File: src/hw/rtl/rcf_pkg.sv
// Shared types and constants for the RGB color cycle fader.
// No dependencies; used by every module under hw/rtl.
package rcf_pkg;

    localparam int LEVEL_W = 10;
    localparam int RATE_W  = 12;
    localparam int TIME_W  = 12;
    // ramp_rate * elapsed_time / 1024 fits 14 bits
    localparam int MOVE_W  = RATE_W + TIME_W - 10;
    localparam int SUM_W   = MOVE_W + 1;

    localparam int CFG_IDX_W  = 2;
    localparam int CFG_DATA_W = 12;

    localparam logic [LEVEL_W-1:0] UPPER_RST = 10'd972;
    localparam logic [LEVEL_W-1:0] LOWER_RST = 10'd102;
    localparam logic [RATE_W-1:0]  RATE_RST  = 12'd512;

    typedef enum logic [CFG_IDX_W-1:0] {
        CFG_UPPER_LEVEL = 2'd0,
        CFG_LOWER_LEVEL = 2'd1,
        CFG_RAMP_RATE   = 2'd2
    } cfg_idx_t;

    typedef enum logic [2:0] {
        PH_LOAD  = 3'd0,
        PH_G_UP  = 3'd1,
        PH_B_DN  = 3'd2,
        PH_R_UP  = 3'd3,
        PH_G_DN  = 3'd4,
        PH_B_UP  = 3'd5,
        PH_G_UP2 = 3'd6,
        PH_RG_DN = 3'd7
    } phase_t;

    typedef struct packed {
        logic [RATE_W-1:0]  ramp_rate;
        logic [LEVEL_W-1:0] lower_level;
        logic [LEVEL_W-1:0] upper_level;
    } cfg_t;

    // blue in the top bits, red in the low bits
    typedef struct packed {
        logic [LEVEL_W-1:0] blue;
        logic [LEVEL_W-1:0] green;
        logic [LEVEL_W-1:0] red;
    } color_t;

endpackage

File: src/hw/rtl/rcf_cfg_regs.sv
// Configuration register bank of the color fader.
// Depends on rcf_pkg.
module rcf_cfg_regs
(
    input  logic                             clk,
    input  logic                             rst_n,
    input  logic                             cfg_valid,
    output logic                             cfg_ready,
    input  logic [rcf_pkg::CFG_IDX_W-1:0]    cfg_index,
    input  logic [rcf_pkg::CFG_DATA_W-1:0]   cfg_data,
    output rcf_pkg::cfg_t                    cfg
);

    rcf_pkg::cfg_t cfg_reg;
    rcf_pkg::cfg_t cfg_next;

    assign cfg_ready = 1'b1;
    assign cfg       = cfg_reg;

    always_comb
    begin
        cfg_next = cfg_reg;
        if (cfg_valid)
        begin
            unique case (cfg_index)
                rcf_pkg::CFG_UPPER_LEVEL:
                    cfg_next.upper_level = cfg_data[rcf_pkg::LEVEL_W-1:0];
                rcf_pkg::CFG_LOWER_LEVEL:
                    cfg_next.lower_level = cfg_data[rcf_pkg::LEVEL_W-1:0];
                rcf_pkg::CFG_RAMP_RATE:
                    cfg_next.ramp_rate = cfg_data[rcf_pkg::RATE_W-1:0];
                default:
                    cfg_next = cfg_reg;
            endcase
        end
    end

    always_ff @(posedge clk or negedge rst_n)
    begin
        if (!rst_n)
        begin
            cfg_reg.upper_level <= rcf_pkg::UPPER_RST;
            cfg_reg.lower_level <= rcf_pkg::LOWER_RST;
            cfg_reg.ramp_rate   <= rcf_pkg::RATE_RST;
        end
        else
        begin
            cfg_reg <= cfg_next;
        end
    end

endmodule

File: src/hw/rtl/rcf_fade_core.sv
// Phase sequencer and color register of the fader; one ramp step per advance.
// Depends on rcf_pkg.
module rcf_fade_core
(
    input  logic                          clk,
    input  logic                          rst_n,
    input  logic                          step_en,
    input  logic [rcf_pkg::MOVE_W-1:0]    move,
    input  rcf_pkg::cfg_t                 cfg,
    output rcf_pkg::color_t               color
);

    rcf_pkg::phase_t phase_reg;
    rcf_pkg::phase_t phase_next;
    rcf_pkg::color_t color_reg;
    rcf_pkg::color_t color_next;

    logic [rcf_pkg::LEVEL_W-1:0] u;
    logic [rcf_pkg::LEVEL_W-1:0] l;
    logic [rcf_pkg::LEVEL_W-1:0] src;
    logic [rcf_pkg::SUM_W-1:0]   sum_up;
    logic [rcf_pkg::SUM_W-1:0]   dn_bound;
    logic [rcf_pkg::LEVEL_W-1:0] diff_dn;
    logic                        pass_up;
    logic                        pass_dn;

    assign u = cfg.upper_level;
    assign l = cfg.lower_level;

    // channel being ramped in this phase
    always_comb
    begin
        unique case (phase_reg) inside
            rcf_pkg::PH_R_UP, rcf_pkg::PH_RG_DN: src = color_reg.red;
            rcf_pkg::PH_B_DN, rcf_pkg::PH_B_UP:  src = color_reg.blue;
            default:                             src = color_reg.green;
        endcase
    end

    assign sum_up   = rcf_pkg::SUM_W'(src) + rcf_pkg::SUM_W'(move);
    assign pass_up  = sum_up > rcf_pkg::SUM_W'(u);
    // src - move < l, kept unsigned
    assign dn_bound = rcf_pkg::SUM_W'(move) + rcf_pkg::SUM_W'(l);
    assign pass_dn  = rcf_pkg::SUM_W'(src) < dn_bound;
    assign diff_dn  = src - move[rcf_pkg::LEVEL_W-1:0];

    // next phase
    always_comb
    begin
        phase_next = phase_reg;
        unique case (phase_reg)
            rcf_pkg::PH_LOAD:  phase_next = rcf_pkg::PH_G_UP;
            rcf_pkg::PH_G_UP:  if (pass_up) phase_next = rcf_pkg::PH_B_DN;
            rcf_pkg::PH_B_DN:  if (pass_dn) phase_next = rcf_pkg::PH_R_UP;
            rcf_pkg::PH_R_UP:  if (pass_up) phase_next = rcf_pkg::PH_G_DN;
            rcf_pkg::PH_G_DN:  if (pass_dn) phase_next = rcf_pkg::PH_B_UP;
            rcf_pkg::PH_B_UP:  if (pass_up) phase_next = rcf_pkg::PH_G_UP2;
            rcf_pkg::PH_G_UP2: if (pass_up) phase_next = rcf_pkg::PH_RG_DN;
            rcf_pkg::PH_RG_DN: if (pass_dn) phase_next = rcf_pkg::PH_G_UP;
            default:           phase_next = rcf_pkg::PH_LOAD;
        endcase
    end

    // color written by each phase; fixed channels are reloaded every step
    always_comb
    begin
        color_next = color_reg;
        unique case (phase_reg)
            rcf_pkg::PH_LOAD:
                color_next = '{blue: u, green: l, red: l};
            rcf_pkg::PH_G_UP:
                color_next = '{blue: u, green: pass_up ? u : sum_up[rcf_pkg::LEVEL_W-1:0],
                               red: l};
            rcf_pkg::PH_B_DN:
                color_next = '{blue: pass_dn ? l : diff_dn, green: u, red: l};
            rcf_pkg::PH_R_UP:
                color_next = '{blue: l, green: u,
                               red: pass_up ? u : sum_up[rcf_pkg::LEVEL_W-1:0]};
            rcf_pkg::PH_G_DN:
                color_next = '{blue: l, green: pass_dn ? l : diff_dn, red: u};
            rcf_pkg::PH_B_UP:
                color_next = '{blue: pass_up ? u : sum_up[rcf_pkg::LEVEL_W-1:0],
                               green: l, red: u};
            rcf_pkg::PH_G_UP2:
                color_next = '{blue: u, green: pass_up ? u : sum_up[rcf_pkg::LEVEL_W-1:0],
                               red: u};
            rcf_pkg::PH_RG_DN:
                color_next = '{blue: u, green: pass_dn ? l : diff_dn,
                               red: pass_dn ? l : diff_dn};
            default:
                color_next = color_reg;
        endcase
    end

    always_ff @(posedge clk or negedge rst_n)
    begin
        if (!rst_n)
        begin
            phase_reg <= rcf_pkg::PH_LOAD;
            color_reg <= '0;
        end
        else if (step_en)
        begin
            phase_reg <= phase_next;
            color_reg <= color_next;
        end
    end

    assign color = color_reg;

endmodule

File: src/hw/rtl/rgb_color_cycle_fader_unit.sv
// Top level of the RGB color cycle fader: input stage, step multiply, output valid.
// Depends on rcf_pkg, rcf_cfg_regs and rcf_fade_core.
//
// Channel   Direction  Beat contents
// s_axis    in         tdata[11:0] elapsed_time
// m_axis    out        tdata[9:0] red_out, [19:10] green_out, [29:20] blue_out
// cfg       in         cfg_index register, cfg_data value
//
// One input beat accepted per cycle while the output is not stalled.
// The input register holds move = ramp_rate * elapsed_time >> 10; the color
// register is updated from it and doubles as the output data register.
// Reset clears the phase and color to zero; registers return to their defaults.
// An output stall holds the result; one more input beat is held, then s_tready drops.
module rgb_color_cycle_fader_unit
(
    input  logic                              clk,
    input  logic                              rst_n,
    input  logic                              s_tvalid,
    output logic                              s_tready,
    input  logic [15:0]                       s_tdata,  // [11:0] elapsed_time
    output logic                              m_tvalid,
    input  logic                              m_tready,
    output logic [31:0]                       m_tdata,  // [9:0] red, [19:10] green, [29:20] blue
    input  logic                              cfg_valid,
    output logic                              cfg_ready,
    input  logic [rcf_pkg::CFG_IDX_W-1:0]     cfg_index,
    input  logic [rcf_pkg::CFG_DATA_W-1:0]    cfg_data
);

    localparam int PROD_W = rcf_pkg::RATE_W + rcf_pkg::TIME_W;

    rcf_pkg::cfg_t   cfg;
    rcf_pkg::color_t color;

    logic                         in_valid_reg;
    logic                         in_valid_next;
    logic [rcf_pkg::MOVE_W-1:0]   move_reg;
    logic                         out_valid_reg;
    logic                         out_valid_next;
    logic [PROD_W-1:0]            prod;
    logic                         s_fire;
    logic                         advance;

    rcf_cfg_regs u_cfg
    (
        .clk       (clk),
        .rst_n     (rst_n),
        .cfg_valid (cfg_valid),
        .cfg_ready (cfg_ready),
        .cfg_index (cfg_index),
        .cfg_data  (cfg_data),
        .cfg       (cfg)
    );

    assign advance  = in_valid_reg && (!out_valid_reg || m_tready);
    assign s_tready = !in_valid_reg || advance;
    assign s_fire   = s_tvalid && s_tready;

    assign prod = PROD_W'(cfg.ramp_rate) * PROD_W'(s_tdata[rcf_pkg::TIME_W-1:0]);

    assign in_valid_next  = s_fire || (in_valid_reg && !advance);
    assign out_valid_next = advance || (out_valid_reg && !m_tready);

    always_ff @(posedge clk or negedge rst_n)
    begin
        if (!rst_n)
        begin
            in_valid_reg  <= 1'b0;
            out_valid_reg <= 1'b0;
        end
        else
        begin
            in_valid_reg  <= in_valid_next;
            out_valid_reg <= out_valid_next;
        end
    end

    always_ff @(posedge clk)
    begin
        if (s_fire)
        begin
            move_reg <= prod[PROD_W-1:10];
        end
    end

    rcf_fade_core u_core
    (
        .clk     (clk),
        .rst_n   (rst_n),
        .step_en (advance),
        .move    (move_reg),
        .cfg     (cfg),
        .color   (color)
    );

    assign m_tvalid = out_valid_reg;
    assign m_tdata  = {2'b00, color};

endmodule
File: config.mk
export PLATFORM = sky130hd
export DESIGN_NAME = rgb_color_cycle_fader_unit
export DESIGN_NICKNAME = d
export VERILOG_FILES = /design/src/hw/rtl/rcf_pkg.sv /design/src/hw/rtl/rcf_cfg_regs.sv /design/src/hw/rtl/rcf_fade_core.sv /design/src/hw/rtl/rgb_color_cycle_fader_unit.sv
export SDC_FILE = /design/constraint.sdc
export NUM_CORES = 1
export LEC_CHECK = 0
export ABC_CLOCK_PERIOD_IN_PS = 6500
export BUFFER_PORTS_ARGS = -buffer_cell sky130_fd_sc_hd__buf_4
export CORE_MARGIN = 2
export CORE_UTILIZATION = 45
export CTS_CLUSTER_DIAMETER = 200
export DETAILED_ROUTE_END_ITERATION = 12
export GPL_TIMING_DRIVEN = 1
export PLACE_DENSITY = 0.61
export SKIP_LAST_GASP = 1
export SLEW_MARGIN = 20
export SYNTH_ARGS = -nofsm -noshare
export SYNTH_HDL_FRONTEND = slang
export SYNTH_HIERARCHICAL = 1
export SYNTH_SLANG_ARGS = --single-unit
File: constraint.sdc
create_clock -name clk -period 6.5 [get_ports clk]
set_input_delay 1.3 -clock clk [delete_from_list [all_inputs] [get_ports clk]]
set_output_delay 1.3 -clock clk [all_outputs]
set_load 0.005 [all_outputs]
=== After elaboration in Yosys (flattened, before gate mapping) ===
Index checks and enable logic that the tools add are counted.

* Register bits: 81
* Bits in latches: 0
* Bits in writable memories: 0
* Bits in read-only memories: 0
* Input bits: 35
* Output and inout port bits: 35
* Logic and storage cells: 64
* Memories: 0

* Add/sub/neg operators: 3
* Multiply operators: 1
* Div/mod/pow operators: 0
* Order comparisons: 2
* Equality and inequality tests: 16
* Shift operators: 0
* Muxes and demuxes: 12
* Bitwise operators: 0
* Reductions and logical operators: 20

{| class="wikitable"
|+ Operators with widths
! kind !! number
|-
| $pmux W30 S8 || 1
|-
| $mul A12 B12 Y24 || 1
|-
| $pmux W3 S8 || 1
|-
| $mux W3 || 7
|-
| $mux W10 || 2
|-
| $pmux W10 S2 || 1
|-
| $add A10 B14 Y15 || 1
|-
| $add A14 B10 Y15 || 1
|-
| $gt A15 B10 Y1 || 1
|-
| $lt A10 B15 Y1 || 1
|-
| $ne A2 B1 Y1 const B || 7
|-
| $eq A3 B3 Y1 const B || 4
|-
| $sub A10 B10 Y10 || 1
|-
| $reduce_and A8 Y1 || 1
|-
| $eq A3 B2 Y1 const B || 2
|-
| $reduce_and A2 Y1 || 3
|-
| $logic_and A1 B1 Y1 || 4
|-
| $logic_not A1 Y1 || 4
|-
| $logic_or A1 B1 Y1 || 4
|-
| $reduce_or A2 Y1 || 2
|-
| $eq A3 B1 Y1 const B || 1
|-
| $logic_not A3 Y1 || 1
|-
| $eq A2 B1 Y1 const B || 1
|-
| $eq A2 B2 Y1 const B || 1
|-
| $logic_not A2 Y1 || 1
|}

=== Depth between registers and ports, before layout ===
* Depth in word-level cells: 7
* Depth in mapped cells: 26
* Gate-level depth less buffers: 21

=== Cells and area by module ===
The synthesis kept the hierarchy.

{| class="wikitable"
|+ Modules (own cells, without submodules)
! module !! times used !! cells an instance !! area an instance (sq um) !! sequential area each (sq um)
|-
| rgb_color_cycle_fader_unit || 1 || 596 || 5,182.5 || 470.5
|-
| rcf_fade_core || 1 || 693 || 5,023.6 || 825.8
|-
| rcf_cfg_regs || 1 || 72 || 1,335.0 || 814.5
|}

=== Worst setup path after synthesis ===
Ideal clock, no wire load.

* Path type: input to register
* From: input s_tdata[3]
* To: register move_reg[8] (netlist bit) (data pin)
* Arrival: 5.726 ns
* Setup slack: 0.513 ns
* Stages on the path: 18
* Path buffers: 1
* Path through: clkbuf_1 > nand2_1 > fa_1 > inv_1 > fa_1 > inv_1 > fa_1 > inv_1 > fa_1 > inv_1 > fa_1 > inv_1 > ha_1 > o21ai_0 > o21ba_2 > a2bb2oi_1 > nand2_1 > o311a_1

* Word-level cells in the longest chain between the ends: 1

{| class="wikitable"
|+ RTL lines
! element !! line !! text
|-
| from (decl) || rgb_color_cycle_fader_unit.sv:20 || <nowiki>input logic [15:0] s_tdata,</nowiki>
|-
| $mul A12 B12 Y24 || rgb_color_cycle_fader_unit.sv:59 || <nowiki>assign prod = PROD_W'(cfg.ramp_rate) * PROD_W'(s_tdata[rcf_pkg::TIME_W-1:0]);</nowiki>
|-
| named net prod[18] || rgb_color_cycle_fader_unit.sv:40 || <nowiki>logic [PROD_W-1:0] prod;</nowiki>
|-
| to (signal assigned) || rgb_color_cycle_fader_unit.sv:82 || <nowiki>move_reg <= prod[PROD_W-1:10];</nowiki>
|-
| to (decl) || rgb_color_cycle_fader_unit.sv:37 || <nowiki>logic [rcf_pkg::MOVE_W-1:0] move_reg;</nowiki>
|}

The timed path passes the listed nets, and every way through them passes these cells.
A chain may end at the register's enable or synchronous reset.

=== Final worst setup path ===
* From: register u_core.phase_reg[0]
* To: register u_core.color_reg, in the netlist u_core/color[6]

* Word-level cells in the longest chain between the ends: 7
* Elaborated cells between the ends (all ways): 18
* Classes of those cells: add/sub (2); order compare (2); eq/ne (7); mux (4); reduce/logical (3)

{| class="wikitable"
|+ RTL lines
! element !! line !! text
|-
| from (decl) || rcf_fade_core.sv:13 || <nowiki>rcf_pkg::phase_t phase_reg;</nowiki>
|-
| from (signal assigned) || rcf_fade_core.sv:99 || <nowiki>phase_reg <= rcf_pkg::PH_LOAD;</nowiki>
|-
| from (signal assigned) || rcf_fade_core.sv:104 || <nowiki>phase_reg <= phase_next;</nowiki>
|-
| $eq A3 B3 Y1 / $eq A3 B2 Y1 (equally long branches) || rcf_fade_core.sv:68 || <nowiki>unique case (phase_reg)</nowiki>
|-
| $reduce_or A2 Y1 || rcf_fade_core.sv:33 || <nowiki>unique case (phase_reg) inside</nowiki>
|-
| $pmux W10 S2 || rcf_fade_core.sv:33 ||
|-
| $add A10 B14 Y15 || rcf_fade_core.sv:40 || <nowiki>assign sum_up = rcf_pkg::SUM_W'(src) + rcf_pkg::SUM_W'(move);</nowiki>
|-
| $gt A15 B10 Y1 || rcf_fade_core.sv:41 || <nowiki>assign pass_up = sum_up > rcf_pkg::SUM_W'(u);</nowiki>
|-
| $mux W10 || rcf_fade_core.sv:78 || <nowiki>red: pass_up ? u : sum_up[rcf_pkg::LEVEL_W-1:0]};</nowiki>
|-
| $pmux W30 S8 * || rcf_fade_core.sv:68 ||
|-
| to (signal assigned) || rcf_fade_core.sv:105 || <nowiki>color_reg <= color_next;</nowiki>
|-
| to (decl) || rcf_fade_core.sv:15 || <nowiki>rcf_pkg::color_t color_reg;</nowiki>
|}

Mark *: on every way between the ends. The rest lies on a longest branch, timed or not.

==> impl_metrics.toml <==
[placement]
place_congestion = 0.870
dp_cells = 1689
pre_cts_ws_ps = 353
port_buffers = 62
dp_hpwl_mm = 25.5

[critical_path]
r2r-start = "u_core/phase_reg[0]"
cp-endpoint = "u_core/color[6]"
r2r_end = "u_core/color[6]"
criticalPathCategory = "reg2reg"
r2r_slack_ps = 570
startpoint = "u_core/phase_reg[0]"
worstPathArrival_ps = 6170
path_max_fanout = 16
endpoint_kind = "flop"
crit_required_ps = 6740
startpoint_type = "flop"
rr_worst_depth = 19

[die]
die_area_um2 = 26900
io_pins = 70
die_x_um = 164
fp.coreArea_um2 = 25200
die-height_um = 164
rows = 58
initial_utilization_pct = 45.8

[timing]
final.setup_skew_ps = 12.5
setup_slack_ps = 569
fmax_ghz = 0.169
rsz0062_at_grt = "no"
slew_violations = 0
period_needed_ps = 5930
fin_tns_setup_ps = 0
relSlewSlack_pct = 33.4
hold_viol = 0
post-route-period-util_pct = 91.2
setup-violations-final = 0
worst_pin_slew_ps = 986

[routing]
vias_per_cell = 5.97
wl_met1_mm = 15.3
routed_wl_mm = 33.2
routedWlPerCell_um = 19.5
via_count = 10200
ant_nets = 0
top_layer_used = "met4"
drcViolationCount = 0
drtPass1Iterations = 7
drtIter0Drc = 871
met2_length_mm = 14.9
route.met3.wl_mm = 2.25

[cells_and_area]
fin_nets = 1613
drive_gt1_share_pct = 11.4
diodes = 0
n_fill_cell = 2440
final_cells = 1705
postLayoutCoreUtil_pct = 49.7
syn_to_final_growth_pct = 8.51
largest_reg_flops = 32

[global_routing]
grt_pass1_wl_mm = 54.3
track_usage_pct = 25.7
grt_overflow = 0
grt_pass1_vias = 9918
grt_max_degree = 68
antenna_found_initial = 0

[clocking]
cts_root_buf = "clkbuf_16"
ctsHoldBuffers = 0
clock_path_buffers = 2
cts-resized-gates = 0
tritoncts = "yes"
insertion_delay_ps = 350
clock_sinks = 81
post-cts-setup-buffers = 0
cts_buffers = 9
clkTransAtPathRegs_ps = 70
htreeDepth = 3

[flow_run]
drv_cap = 0

[yosys]
ys_seq_elements = 81
ys.flop_type = "dfrtp_1"
yosysMostFrequentCell = "inv_1"
synth_area_leader_cell = "fa_1"
synth_cell_types = 84
async_flop_share_pct = 82.7
synthCells = 1361
synth_top_area_share_pct = 17.7
yosys_warnings = 6
synth-edff-count = 14
synth_area_per_cell_um2 = 8.48
yosysSeqAreaShare_pct = 18.3
ys_top_cells_by_area = "fa_1 (18%), dfrtp_1 (12%), ha_1 (11%), inv_1 (5.6%), nand2_1 (5.0%)"
synth_area_um2 = 11500
synthTopCellsByCount = "inv_1 (171), nand2_1 (153), ha_1 (106)"

[status]
status = "finished, final reports clean"

[worst_hold_path]
min_path_type = "reg2reg"
==> per-layer routing <==
layer  vias up  global-route usage (%)
li1       4709                       -
met1      5014                    37.4
met2       404                    40.3
met3        44                    3.48
met4         0                    6.50
met5         -                       0
==> kinds of logic (layout without fill, tap and decap cells) <==
family,after synthesis,count (layout),synth area share (%)
XOR/XNOR,35,35,2.66
AO/OA/AOI/OAI,341,341,19.4
other,2,3,0.0651
AND/OR/NAND/NOR,389,389,16.1
multiplexers,49,49,5.46
buffers and inverters,255,268,8.76
flip-flops,81,81,18.3
adder cells (fa/ha/maj),209,209,29.3
==> placed cells by master, fill, tap and decap left out, drive strengths merged, types with 16 or more instances in the layout <==
master	n
a21oi	101
and2	56
buf	80
dfrtp	56
fa	102
ha	106
inv	176
mux2	36
nand2	153
nand3	18
nor2	83
nor3	17
o21ai	65
o22ai	30
xnor2	19
xor2	16
==> metrics by stage <==
stage               cell area, um2  hold WS (ps)
global placement             12200           464
floorplan                    11500           449
detailed placement           12200           481
CTS                          12500           498
global route                 12500           552
finish                       12500           505
==> how the worst min path moves through the flow <==
stage / cells after the start / to / start / slack, ps
floorplan: 1 / m_tvalid / in_valid_reg / 450
global placement: 1 / m_tvalid / in_valid_reg / 460
detailed placement: 1 / m_tvalid / in_valid_reg / 480
CTS: 1 / m_tvalid / in_valid_reg / 500
global route: 1 / m_tvalid / in_valid_reg / 550
finish: 1 / m_tvalid / in_valid_reg / 510
==> layout make-up <==
cell class                      instances  area (um2)  share of cell area (%)
Clock buffer                           10         250                    2.00
Multi-Input combinational cell       1026        8420                    67.3
Sequential cell                        81        2110                    16.9
Inverter                              172         646                    5.16
Tap cell                              330         413                    3.30
Clock inverter                          6        77.6                   0.619
Timing Repair Buffer                   80         601                    4.80
==> critical path, cell delays in order (launching register included) <==
cell	delay [ps]
dfrtp_1	610
nand2_1	480
o22ai_1	120
a21oi_1	560
ha_1	460
nor4_1	460
nand3_1	130
o21ai_0	340
nor2_1	90
xnor2_1	180
ha_1	340
nand4_1	110
o32ai_1	270
a21oi_1	110
nand4bb_1	210
buf_4	190
o21ai_0	240
nand2_1	140
mux4_2	490
mux2_4	270
Power is left out: the tool's default activity adds up to more than one toggle a clock period on the data nets, which glitch-free logic cannot reach.
